[config.mk]
export PLATFORM = sky130hd
export DESIGN_NAME = gbi_ctrl
export DESIGN_NICKNAME = d
export VERILOG_FILES = /design/src/hw/rtl/gbi_pkg.sv /design/src/hw/rtl/gbi_ctrl.sv
export SDC_FILE = /design/constraint.sdc
export NUM_CORES = 1
export LEC_CHECK = 0
export BUFFER_PORTS_ARGS = -buffer_cell sky130_fd_sc_hd__buf_4
export CAP_MARGIN = 30
export CELL_PAD_IN_SITES_DETAIL_PLACEMENT = 0
export CELL_PAD_IN_SITES_GLOBAL_PLACEMENT = 1
export CORE_MARGIN = 2
export CORE_UTILIZATION = 44
export CTS_CLUSTER_DIAMETER = 50
export DETAILED_ROUTE_END_ITERATION = 10
export PLACE_DENSITY = 0.95
export SETUP_SLACK_MARGIN = 0.1
export SYNTH_ARGS = -nofsm -noshare
export SYNTH_HDL_FRONTEND = slang
export SYNTH_SLANG_ARGS = --single-unit
[constraint.sdc]
create_clock -name clk_i -period 3.17 [get_ports clk_i]
set_input_delay 0.1585 -clock clk_i [delete_from_list [all_inputs] [get_ports clk_i]]
set_output_delay 0.1585 -clock clk_i [all_outputs]
set_load 0.03 [all_outputs]
[src/hw/rtl/gbi_pkg.sv]
// Shared types, widths and command codes of the gravity body integrator.
package gbi_pkg;

  localparam int unsigned CoordW  = 48;
  localparam int unsigned FracW   = 16;
  localparam int unsigned MassW   = 48;
  localparam int unsigned GravW   = 32;
  localparam int unsigned StepW   = 32;
  localparam int unsigned CfgW    = 48;
  localparam int unsigned CfgIdxW = 2;

  // Sum of three squared separations and its integer root.
  localparam int unsigned SqW     = 2 * CoordW + 2;
  localparam int unsigned RootW   = SqW / 2;
  localparam int unsigned SqRemW  = RootW + 3;

  // Shift-add multiplier and restoring divider operand widths.
  localparam int unsigned MulAW   = 192;
  localparam int unsigned MulBW   = 48;
  localparam int unsigned ProdW   = MulAW + MulBW;
  localparam int unsigned DivNW   = 192;
  localparam int unsigned DivDW   = SqW + 16;
  localparam int unsigned ForceW  = 144;

  localparam int unsigned MulCntW  = $clog2(MulBW + 1);
  localparam int unsigned DivCntW  = $clog2(DivNW + 1);
  localparam int unsigned SqrtCntW = $clog2(RootW + 1);

  localparam int unsigned AccShift = 80 - FracW;
  localparam int unsigned AdvShift = 16;

  localparam logic [MassW-1:0] OwnMassRst = 48'd1;
  localparam logic [GravW-1:0] GravRst    = 32'd80687100;
  localparam logic [StepW-1:0] StepRst    = 32'd65536;

  localparam logic [CfgIdxW-1:0] CFG_OWN_MASS = 2'd0;
  localparam logic [CfgIdxW-1:0] CFG_GRAV     = 2'd1;
  localparam logic [CfgIdxW-1:0] CFG_STEP     = 2'd2;

  localparam logic [1:0] REQ_PULL    = 2'd0;
  localparam logic [1:0] REQ_ADVANCE = 2'd1;
  localparam logic [1:0] REQ_LOAD    = 2'd2;

  typedef struct packed {
    logic [1:0]               req_type;
    logic signed [CoordW-1:0] pos_x;
    logic signed [CoordW-1:0] pos_y;
    logic signed [CoordW-1:0] pos_z;
    logic signed [CoordW-1:0] vel_x;
    logic signed [CoordW-1:0] vel_y;
    logic signed [CoordW-1:0] vel_z;
    logic [MassW-1:0]         other_mass;
  } req_t;

  typedef struct packed {
    logic signed [CoordW-1:0] body_x;
    logic signed [CoordW-1:0] body_y;
    logic signed [CoordW-1:0] body_z;
    logic signed [CoordW-1:0] body_vx;
    logic signed [CoordW-1:0] body_vy;
    logic signed [CoordW-1:0] body_vz;
    logic                     coincident;
    logic                     saturated;
  } rsp_t;

  typedef enum logic [4:0] {
    OP_NONE,
    OP_LATCH,
    OP_MUL_SQ,
    OP_ADD_S,
    OP_SET_COIN,
    OP_SQRT,
    OP_MUL_GM,
    OP_MUL_NO,
    OP_DIV_F,
    OP_SAVE_F,
    OP_MUL_FM,
    OP_DIV_D,
    OP_DIV_M,
    OP_MUL_ST,
    OP_SAT_V,
    OP_MUL_ADV,
    OP_SAT_P,
    OP_LOAD,
    OP_OUT
  } op_e;

  typedef struct packed {
    op_e        op;
    logic [1:0] idx;
  } cmd_t;

  typedef struct packed {
    logic [1:0] req_type;
    logic       mul_busy;
    logic       div_busy;
    logic       sqrt_busy;
    logic       s_zero;
  } sts_t;

endpackage

[src/hw/rtl/gbi_ctrl.sv]
// Controller: sequences the datapath through pull, advance and load requests.
module gbi_ctrl (
  input  logic          clk_i,
  input  logic          rst_ni,
  input  logic          in_valid_i,
  output logic          in_ready_o,
  output logic          out_valid_o,
  input  logic          out_ready_i,
  input  gbi_pkg::sts_t sts_i,
  output gbi_pkg::cmd_t cmd_o
);
  import gbi_pkg::*;

  typedef enum logic [4:0] {
    S_IDLE, S_DISPATCH,
    S_SQ_GO, S_SQ_WAIT, S_ADD_S, S_CHECK_S,
    S_SQRT_GO, S_SQRT_WAIT,
    S_GM_GO, S_GM_WAIT, S_NO_GO, S_NO_WAIT,
    S_DIVF_GO, S_DIVF_WAIT, S_SAVE_F,
    S_FM_GO, S_FM_WAIT, S_DD_GO, S_DD_WAIT, S_DM_GO, S_DM_WAIT,
    S_ST_GO, S_ST_WAIT, S_SAT_V,
    S_ADV_GO, S_ADV_WAIT, S_SAT_P,
    S_LOAD, S_FINISH
  } state_e;

  state_e     state_q, state_d;
  logic [1:0] idx_q, idx_d;
  logic       out_valid_q, out_valid_d;
  logic       last;

  assign in_ready_o  = (state_q == S_IDLE);
  assign out_valid_o = out_valid_q;
  assign last        = (idx_q == 2'd2);
  assign cmd_o.idx   = idx_q;

  always_comb begin
    state_d     = state_q;
    idx_d       = idx_q;
    out_valid_d = out_valid_q & ~out_ready_i;
    cmd_o.op    = OP_NONE;
    unique case (state_q)
      S_IDLE: begin
        if (in_valid_i) begin
          cmd_o.op = OP_LATCH;
          state_d  = S_DISPATCH;
        end
      end
      S_DISPATCH: begin
        idx_d = '0;
        unique case (sts_i.req_type)
          REQ_PULL:    state_d = S_SQ_GO;
          REQ_ADVANCE: state_d = S_ADV_GO;
          REQ_LOAD:    state_d = S_LOAD;
          default:     state_d = S_FINISH;
        endcase
      end
      S_SQ_GO: begin
        cmd_o.op = OP_MUL_SQ;
        state_d  = S_SQ_WAIT;
      end
      S_SQ_WAIT: if (!sts_i.mul_busy) state_d = S_ADD_S;
      S_ADD_S: begin
        cmd_o.op = OP_ADD_S;
        if (last) begin
          idx_d   = '0;
          state_d = S_CHECK_S;
        end else begin
          idx_d   = idx_q + 1'b1;
          state_d = S_SQ_GO;
        end
      end
      S_CHECK_S: begin
        // Coincident bodies leave the state untouched.
        cmd_o.op = OP_SET_COIN;
        state_d  = sts_i.s_zero ? S_FINISH : S_SQRT_GO;
      end
      S_SQRT_GO: begin
        cmd_o.op = OP_SQRT;
        state_d  = S_SQRT_WAIT;
      end
      S_SQRT_WAIT: if (!sts_i.sqrt_busy) state_d = S_GM_GO;
      S_GM_GO: begin
        cmd_o.op = OP_MUL_GM;
        state_d  = S_GM_WAIT;
      end
      S_GM_WAIT: if (!sts_i.mul_busy) state_d = S_NO_GO;
      S_NO_GO: begin
        cmd_o.op = OP_MUL_NO;
        state_d  = S_NO_WAIT;
      end
      S_NO_WAIT: if (!sts_i.mul_busy) state_d = S_DIVF_GO;
      S_DIVF_GO: begin
        cmd_o.op = OP_DIV_F;
        state_d  = S_DIVF_WAIT;
      end
      S_DIVF_WAIT: if (!sts_i.div_busy) state_d = S_SAVE_F;
      S_SAVE_F: begin
        cmd_o.op = OP_SAVE_F;
        state_d  = S_FM_GO;
      end
      S_FM_GO: begin
        cmd_o.op = OP_MUL_FM;
        state_d  = S_FM_WAIT;
      end
      S_FM_WAIT: if (!sts_i.mul_busy) state_d = S_DD_GO;
      S_DD_GO: begin
        cmd_o.op = OP_DIV_D;
        state_d  = S_DD_WAIT;
      end
      S_DD_WAIT: if (!sts_i.div_busy) state_d = S_DM_GO;
      S_DM_GO: begin
        cmd_o.op = OP_DIV_M;
        state_d  = S_DM_WAIT;
      end
      S_DM_WAIT: if (!sts_i.div_busy) state_d = S_ST_GO;
      S_ST_GO: begin
        cmd_o.op = OP_MUL_ST;
        state_d  = S_ST_WAIT;
      end
      S_ST_WAIT: if (!sts_i.mul_busy) state_d = S_SAT_V;
      S_SAT_V: begin
        cmd_o.op = OP_SAT_V;
        if (last) begin
          state_d = S_FINISH;
        end else begin
          idx_d   = idx_q + 1'b1;
          state_d = S_FM_GO;
        end
      end
      S_ADV_GO: begin
        cmd_o.op = OP_MUL_ADV;
        state_d  = S_ADV_WAIT;
      end
      S_ADV_WAIT: if (!sts_i.mul_busy) state_d = S_SAT_P;
      S_SAT_P: begin
        cmd_o.op = OP_SAT_P;
        if (last) begin
          state_d = S_FINISH;
        end else begin
          idx_d   = idx_q + 1'b1;
          state_d = S_ADV_GO;
        end
      end
      S_LOAD: begin
        cmd_o.op = OP_LOAD;
        state_d  = S_FINISH;
      end
      S_FINISH: begin
        // The result register takes a new result once the old one is gone.
        if (!out_valid_q || out_ready_i) begin
          cmd_o.op    = OP_OUT;
          out_valid_d = 1'b1;
          state_d     = S_IDLE;
        end
      end
      default: state_d = S_IDLE;
    endcase
  end

  always_ff @(posedge clk_i or negedge rst_ni) begin
    if (!rst_ni) begin
      state_q     <= S_IDLE;
      idx_q       <= '0;
      out_valid_q <= 1'b0;
    end else begin
      state_q     <= state_d;
      idx_q       <= idx_d;
      out_valid_q <= out_valid_d;
    end
  end

endmodule

==> flow_summary.yaml, run 1 <==
pwr:
  power.density_mw_per_mm2: 1133
  ir_worst_vdd_mv: 0.5943
  p_clk_frac: 0.058
  power_frac_comb: 0.717
  intPower_mw: 0.6451
  swShare: 0.5369
  seq_power_share: 0.225
  power_switching_mw: 0.7480
  p_leak_nw: 0.5433
setup_path:
  rrSetupSlack_ns: 0.88
  cp-start-kind: "register"
  critPathMaxStageDelay_ns: 0.90
  critPathArrivalTime_ns: 2.43
  r2r-start: "state_q[3]"
  path_cells: "nor2_2 > and3_4 > a32o_1 > a211o_4 > mux2_4"
  rr_endpoint: "state_q[2]"
  crit_path_end_kind: "register"
  reg2regPathDepth: 5
  critical_path_required_ns: 3.31
  critPathSlowestCell: "dfrtp_1"
  path_class: "register to register"
  crit_buf_inv: 0
  worstPathMaxFanout: 29
  crit_family: "flip-flops"
  cp.depth: 5
timing:
  hold_viol: 0
  min_period_ns: 2.289
  slew-limit-headroom: 0.4208
  rsz0062_at_grt: "false"
  setup_viol: 0
  worstMarginPinSlew_ns: 0.8687
  fmax_ghz: 0.4369
  period_share: 0.7221
  finClkSkew_ns: 0.009350
  tns_ns: 0
  setup_ws_ns: 0.8809
  slew_viol_final: 0
layout:
  n_antenna_cell: 0
  final_util: 0.5057
  final_common_cell: "buf_4"
  synthToLayoutAreaGrowth_pct: 11.70
  drive_above_1_share: 0.2288
  regArea_um2: 200.2
  fin_area_mm2: 0.001230
  multi_input_area_um2: 772.0
  final_nets: 168
  fillCellCount: 237
  final_cell_mix: "buf_4 (21), nand2_1 (13), nor2_1 (11)"
  fin_cells: 183
hold_path:
  hp-class: "primary input to register"
  hp-start: "out_ready_i"
  holdPathEnd: "out_valid_o"
  whs_path_depth: 3
floorplanning:
  die_h_um: 54.03
  dieArea_mm2: 0.002919
  pin_count: 19
  initial_core_util: 0.4527
  die_width_um: 54.03
  rows: 18
  core_mm2: 0.002432
cts:
  numCtsBuffers: 3
  cts_max_path_buffers: 2
  post_cts_buffers: 0
  clock_latency_ns: 0.26
  cts.sinks: 8
  cts-root-buf: "clkbuf_4"
  cts.clk_slew.worst_paths_ns: 0.06
  h-tree-depth: 1
  tritoncts: "built"
placement:
  hpwl_mm: 1.979
  gp_congestion: 0.8074
  dp.cells: 179
  place_area_mm2: 0.001197
  io_buffers: 18
  preCtsSetupSlack_ns: 0.9183
synth:
  yosysSeqAreaShare: 0.1818
  syn_inst: 144
  synth_top_area_share: 0.1818
  postSynth.asyncResetShare: 1.000
  synth_seq_cells: 8
  synth_cell_types: 48
  synth_edf_count: 0
  ys.flop_type: "dfrtp_1"
  ys_top_cells_by_area: "dfrtp_1 (18%), mux2_4 (5.5%), a21oi_1 (4.5%), nand2_1 (4.4%), nor2_1 (3.8%)"
  yosysTopAreaCell: "dfrtp_1"
  syn_nets: 157
  avgSynthCellArea_um2: 7.646
  synth_area_mm2: 0.001101
  yosysWarnings: 0
status:
  outcome: "completed"
job:
  drv_cap: 0
global_routing:
  grt_pass1_wl_mm: 4.554
  grt-ovfl-total: 0
  antenna_found_initial: 0
  grt_use_total: 0.2151
  grt_pass1_vias: 993
  grt_max_degree: 30
routing:
  num_vias: 1103
  ant_nets: 0
  viasPerCell: 6.027
  drt-total-wl_mm: 2.766
  first_iter_violations: 29
  drc: 0
  first_pass_iters: 4
  wl_per_cell_um: 15.11
## Yosys cell counts (2+ instances only)
master / instances
nand2_1: 13
nor2_1: 11
a21oi_1: 10
dfrtp_1: 8
inv_1: 8
buf_2: 7
o21ai_0: 7
nand4_1: 5
buf_4: 4
mux2_4: 4
nand2b_1: 4
o31ai_1: 4
a31oi_1: 3
a32o_1: 3
clkbuf_1: 3
ha_1: 3
mux2_2: 3
nor2b_1: 3
nor3_1: 3
nor3b_1: 3
o211ai_1: 3
a21o_1: 2
a32oi_1: 2
buf_6: 2
o21ai_1: 2
xor2_1: 2
## metal layers
metal,wire length (µm),up-vias,global-route usage
met5,0,-,0
met4,72,0,0.1000
met1,1232,511,0.2771
met2,1330,38,0.3516
met3,131,10,0.03056
li1,-,544,-
## how the worst max path moves through the flow
stage	from	to	slack, ns
floorplan	idx_q[0]	state_q[2]	1.31
global placement	state_q[3]	state_q[1]	1.0
detailed placement	state_q[3]	state_q[2]	0.92
CTS	state_q[4]	state_q[2]	0.90
global route	state_q[4]	state_q[1]	0.72
finish	state_q[3]	state_q[2]	0.88
## state kept, by name, summed over array words and instances (netlist names)
signal	cells
idx_q	2
out_valid_o	1
state_q	5
## kinds of logic (layout without fill, tap and decap cells)
kind of cell / after synthesis / after routing / synth area share
AND/OR/NAND/NOR: 50 / 50 / 0.2398
XOR/XNOR: 2 / 2 / 0.01591
AO/OA/AOI/OAI: 48 / 48 / 0.3080
adder cells (fa/ha/maj): 4 / 4 / 0.04319
buffers and inverters: 24 / 33 / 0.1170
flip-flops: 8 / 8 / 0.1818
multiplexers: 8 / 8 / 0.09432
## stage by stage
step	hold WS [ns]	power, mW
floorplan	-0.1371	1.107
global placement	-0.02110	1.275
detailed placement	-0.01635	1.298
CTS	0.2355	1.386
global route	0.2776	1.506
finish	0.2313	1.393
## worst reg2reg max path: stages (launching register included)
cell,delay (ns)
dfrtp_1,0.90
nor2_2,0.19
and3_4,0.25
a32o_1,0.21
a211o_4,0.31
mux2_4,0.31
## power by group through the flow
stage	logic, mW	clock network (mW)	registers [mW]
floorplan	0.934	0	0.173
global placement	0.975	0	0.299
detailed placement	0.989	0	0.309
CTS	0.995	0.0818	0.309
global route	1.09	0.0881	0.332
finish	0.999	0.0804	0.314
## cell type report
type,instances,share of cell area
Tap cell,30,0.03052
Clock buffer,3,0.01831
Timing Repair Buffer,22,0.1363
Inverter,8,0.02442
Multi-Input combinational cell,112,0.6277
Sequential cell,8,0.1628
## timing repair
action / CTS / global route
resized for setup: 0 / 0
endpoints found under the setup margin: 0 / 0
hold buffers: 1 / 0
hold endpoints to repair: 8 / 0
No activity file was read; power rests on OpenSTA's default activity.
==> run 2: changes to the inputs <==
Settings changed: CORE_UTILIZATION 44 to 36, PLACE_DENSITY 0.95 to 0.86.
Clock period 3.17 ns to 2.05 ns, I/O delays scaled along.
==> flow_summary.yaml, run 2 (synthesis results as in run 1) <==
placement:
  preCtsSetupSlack_ns: 0.09980
  hpwl_mm: 2.212
  gp_congestion: 0.8166
  io_buffers: 18
layout:
  largest_reg_flops: 5
  n_antenna_cell: 0
  final_nets: 182
  final_cell_mix: "buf_4 (35), nand2_1 (13), nor2_1 (10), a21oi_1 (10), inv_1 (8)"
  regMostFlops: "state_q"
  synthToLayoutAreaGrowth_pct: 22.84
  final_common_cell: "buf_4"
  drive_above_1_share: 0.3293
timing:
  worstMarginPinSlew_ns: 0.3740
  tns_ns: 0
  fmax_ghz: 0.5404
  setup_ws_ns: 0.1995
  setup_viol: 0
  rsz0062_at_grt: "false"
  slew_viol_final: 0
  min_period_ns: 1.851
  period_share: 0.9027
  slew-limit-headroom: 0.7501
  finClkSkew_ns: 0.001488
  hold_viol: 0
pwr:
  p_clk_frac: 0.053
  ir_worst_vdd_mv: 0.7408
  p_leak_nw: 0.6106
  power_switching_mw: 1.213
  power.density_mw_per_mm2: 1754
  intPower_mw: 1.160
  power_frac_comb: 0.795
  seq_power_share: 0.152
  swShare: 0.5111
floorplanning:
  dieArea_mm2: 0.003517
  pin_count: 19
  die_width_um: 59.31
  die_h_um: 59.31
  rows: 20
  core_mm2: 0.002978
  initial_core_util: 0.3697
setup_path:
  critPathMaxStageDelay_ns: 0.47
  worstPathMaxFanout: 9
  critical_path_required_ns: 2.19
  crit_path_end_kind: "register"
  rrSetupSlack_ns: 0.20
  critPathLaunch: "state_q[2]"
  crit_buf_inv: 1
  r2r-start: "state_q[2]"
  crit_family: "compound AO/OA/AOI/OAI gates"
  path_cells: "buf_4 > nor4bb_1 > o21ai_1 > o31ai_1 > a211o_4 > mux2_4"
  critPathSlowestCell: "dfrtp_2"
  path_class: "register to register"
  cp-start-kind: "register"
  critPathArrivalTime_ns: 1.99
routing:
  drc: 0
  viasPerCell: 5.840
  drt-total-wl_mm: 3.052
  first_iter_violations: 44
  wl_per_cell_um: 15.26
  num_vias: 1168
  ant_nets: 0
  first_pass_iters: 4
cts:
  cts.sinks: 8
  clock_latency_ns: 0.26
  h-tree-depth: 1
  cts_max_path_buffers: 2
  numCtsBuffers: 3
  cts.clk_slew.worst_paths_ns: 0.06
  tritoncts: "built"
  cts-root-buf: "clkbuf_4"
global_routing:
  antenna_found_initial: 0
  grt_pass1_wl_mm: 5.112
  grt_use_total: 0.1873
  grt_max_degree: 27
  grt-ovfl-total: 0
  grt_pass1_vias: 1088
job:
  drv_cap: 0
status:
  outcome: "completed"
hold_path:
  hp-class: "primary input to asynchronous set/reset pin"
[run 2: power groups by stage]
stage | clock, mW | combinational (mW) | sequential, mW
global route | 0.136 | 2.05 | 0.383
finish | 0.125 | 1.89 | 0.362
detailed placement | 0 | 1.80 | 0.359
floorplan | 0 | 1.44 | 0.267
CTS | 0.128 | 1.82 | 0.365
global placement | 0 | 1.78 | 0.357
[run 2: area by class of cell]
| type | count | area (µm²) |
|---|---|---|
| clock buffers | 3 | 22.52 |
| fillers | 306 | 1625 |
| flip-flops and latches | 8 | 203.9 |
| well taps | 33 | 41.29 |
| multi-input cells | 112 | 782.0 |
| inverters | 8 | 30.03 |
| repair buffers | 36 | 272.8 |
[run 2: what timing repair did]
| action | 4_1_cts | 5_1_grt |
|---|---|---|
| endpoints found under the setup margin | 6 | 5 |
| buffers inserted | 0 | 3 |
| endpoints found under the hold margin | 8 | 0 |
| hold buffers | 1 | 0 |
| gates resized for setup | 3 | 3 |
[run 2: layer usage]
metal / share of wire / track usage
met2: 0.50 / 0.3030
met1: 0.45 / 0.2594
met4: 0.0092 / 0.05519
met3: 0.045 / 0.02402
met5: 0 / 0
[run 2: metrics by stage]
stage | util | hold WS [ns] | area (µm²) | std cells | power (mW)
floorplan | - | -0.1931 | 1101 | 144 | 1.712
global placement | 0.4311 | -0.07552 | 1284 | 193 | 2.133
detailed placement | 0.4311 | -0.07225 | 1284 | 193 | 2.162
CTS | 0.4437 | 0.1896 | 1321 | 197 | 2.309
global route | 0.4542 | 0.1874 | 1353 | 200 | 2.569
finish | 0.4542 | 0.1918 | 1353 | 200 | 2.373
[run 2: path summary, 6_finish.rpt]
path / endpoint / cells after the start
worst max-delay path: state_q[1] / 6
min in group clk_i: out_valid_o / 3
worst max register to register: state_q[1] / 6
worst min register to register: idx_q[1] / 1
max in group asynchronous: state_q[2] / 2
worst min-delay path: state_q[0] / 2
[run 2: worst register-to-register path, delay by kind of cell (launching register included)]
kind	cells	cell delay [ns]
multiplexers	1	0.31
AND/OR/NAND/NOR	1	0.13
buffers and inverters	1	0.17
flip-flops	1	0.47
AO/OA/AOI/OAI	3	0.64
==> run 3: changes to the inputs <==
Settings changed: ABC_AREA from default to 1, CORE_UTILIZATION 36 to 35, PLACE_DENSITY 0.86 to 0.87, SLEW_MARGIN from default to 10.
==> flow_summary.yaml, run 3 <==
layout:
  n_antenna_cell: 0
  largest_reg_flops: 5
  fillCellCount: 349
  final_common_cell: "nand2_1"
  drive_above_1_share: 0.2889
  regMostFlops: "state_q"
  fin_area_mm2: 0.001478
  final_cell_mix: "nand2_1 (54), nand3_1 (30), buf_4 (23)"
  synthToLayoutAreaGrowth_pct: 18.34
  final_nets: 240
synth:
  ys_top_cells_by_area: "nand2_1 (16%), dfrtp_1 (16%), nand3_1 (12%), nor2_1 (6.6%), inv_1 (5.4%)"
  synth_cell_types: 28
  syn_nets: 217
  ys.flop_type: "dfrtp_1"
  synth_area_mm2: 0.001249
  synth_top_area_share: 0.1623
  yosysTopAreaCell: "nand2_1"
  postSynth.asyncResetShare: 1.000
  yosysSeqAreaShare: 0.1603
  yosysWarnings: 0
  synth.most_common_cell: "nand2_1"
  synth_seq_cells: 8
  avgSynthCellArea_um2: 6.121
  syn_inst: 204
  synth_edf_count: 0
  synth_commonest_cells: "nand2_1 (54), nand3_1 (30), nor2_1 (22)"
global_routing:
  grt_pass1_vias: 1402
  grt_pass1_wl_mm: 6.306
  antenna_found_initial: 0
  grt_use_total: 0.1959
  grt-ovfl-total: 0
  grt_max_degree: 18
routing:
  first_pass_iters: 5
  ant_nets: 0
  drt-total-wl_mm: 3.707
  wl_per_cell_um: 13.68
  first_iter_violations: 92
  num_vias: 1489
  drc: 0
  viasPerCell: 5.494
setup_path:
  worstPathMaxFanout: 9
  critPathMaxStageDelay_ns: 0.50
  critical_path_required_ns: 1.95
  path_cells: "buf_4 > nand2_4 > nor2_2 > nand2_1 > o21ai_0 > nor2_1 > nand4_1 > buf_4"
  crit_path_end_kind: "primary output"
  cp-start-kind: "register"
  critPathArrivalTime_ns: 1.78
  cp_common_cell: "buf_4"
  critPathSlowestCell: "dfrtp_2"
  path_class: "register to primary output"
timing:
  hold_viol: 0
  min_period_ns: 1.882
  setup_viol: 0
  finClkSkew_ns: 0.005917
  slew_viol_final: 0
  rsz0062_at_grt: "false"
  period_share: 0.9181
  fmax_ghz: 0.5313
  tns_ns: 0
  worstMarginPinSlew_ns: 0.3131
  slew-limit-headroom: 0.7913
placement:
  hpwl_mm: 2.852
  io_buffers: 18
  place_area_mm2: 0.001396
  gp_congestion: 0.9205
pwr:
  p_leak_nw: 0.7452
  ir_worst_vdd_mv: 0.6903
  power.density_mw_per_mm2: 1536
  total_power_mw: 2.269
cts:
  h-tree-depth: 1
  clock_latency_ns: 0.25
  numCtsBuffers: 3
  cts_max_path_buffers: 2
  cts-root-buf: "clkbuf_4"
  cts.clk_slew.worst_paths_ns: 0.06
  cts.sinks: 8
  tritoncts: "built"
floorplanning:
  dieArea_mm2: 0.004062
  initial_core_util: 0.3684
  rows: 21
  die_width_um: 63.73
  core_mm2: 0.003390
  pin_count: 19
  die_h_um: 63.73
hold_path:
  hp-class: "primary input to register"
job:
  drv_cap: 0
status:
  outcome: "completed"
==> run 3: path summary, 6_finish.rpt <==
check / startpoint / to / slack (ns) / cells after the start
max in group asynchronous: rst_ni / state_q[4] / 1.71 / 2
min in group asynchronous: rst_ni / state_q[2] / 0.20 / 2
worst min-delay path: out_ready_i / out_valid_o / 0.06 / 2
worst max-delay path: state_q[2] / cmd_o[4] / 0.17 / 8
worst max register to register: state_q[2] / idx_q[0] / 0.46 / 9
worst min register to register: idx_q[0] / idx_q[0] / 0.58 / 2
==> run 3: metrics by stage <==
stage / setup WS (ns) / std cells / hold slack [ns] / util
after floorplan: 0.5181 / 204 / -0.1931 / -
after global placement: 0.2792 / 264 / -0.07739 / 0.4120
after detailed placement: 0.3246 / 264 / -0.07716 / 0.4120
after CTS: 0.1313 / 268 / 0.05035 / 0.4241
after global routing: 0.09723 / 271 / 0.07273 / 0.4360
final: 0.1679 / 271 / 0.06094 / 0.4360
==> run 3: per-layer routing <==
layer / global-route usage / part of all wire
met3: 0.01937 / 0.086
met5: 0 / 0
met2: 0.3145 / 0.47
met1: 0.2661 / 0.42
met4: 0.08696 / 0.022
==> run 3: cells by family after synthesis <==
kind of cell	share of synthesized area
AO/OA/AOI/OAI	0.1072
flip-flops	0.1603
buffers and inverters	0.1353
adder cells (fa/ha/maj)	0.03006
AND/OR/NAND/NOR	0.5671
==> run 3: timing repair <==
item / 4_1_cts / 5_1_grt
hold buffers: 1 / 0
hold endpoints to repair: 8 / 0
setup endpoints to repair: 3 / 4
resized for setup: 4 / 4
setup buffers: 0 / 3
pin swaps: 0 / 0
==> run 3: area by class of cell <==
type	instances	area (µm²)	area share
clock buffers	3	22.52	0.01524
repair buffers	25	202.7	0.1372
well taps	46	57.56	0.03895
inverters	25	103.9	0.07028
multi-input cells	164	884.6	0.5986
flip-flops and latches	8	206.4	0.1397
==> run 3: critical path, delay by kind of cell (launching register included) <==
family	cells	cell delay, ns
flops	1	0.50
buf+inv	2	0.36
simple gates	5	0.54
compound gates	1	0.12
==> run 3: report_power, final <==
part           internal (mW)  total, mW  switching, mW
clock                 0.0669      0.119         0.0523
combinational          0.611       1.76           1.15
sequential             0.232      0.388          0.157
total                  0.910       2.27           1.36
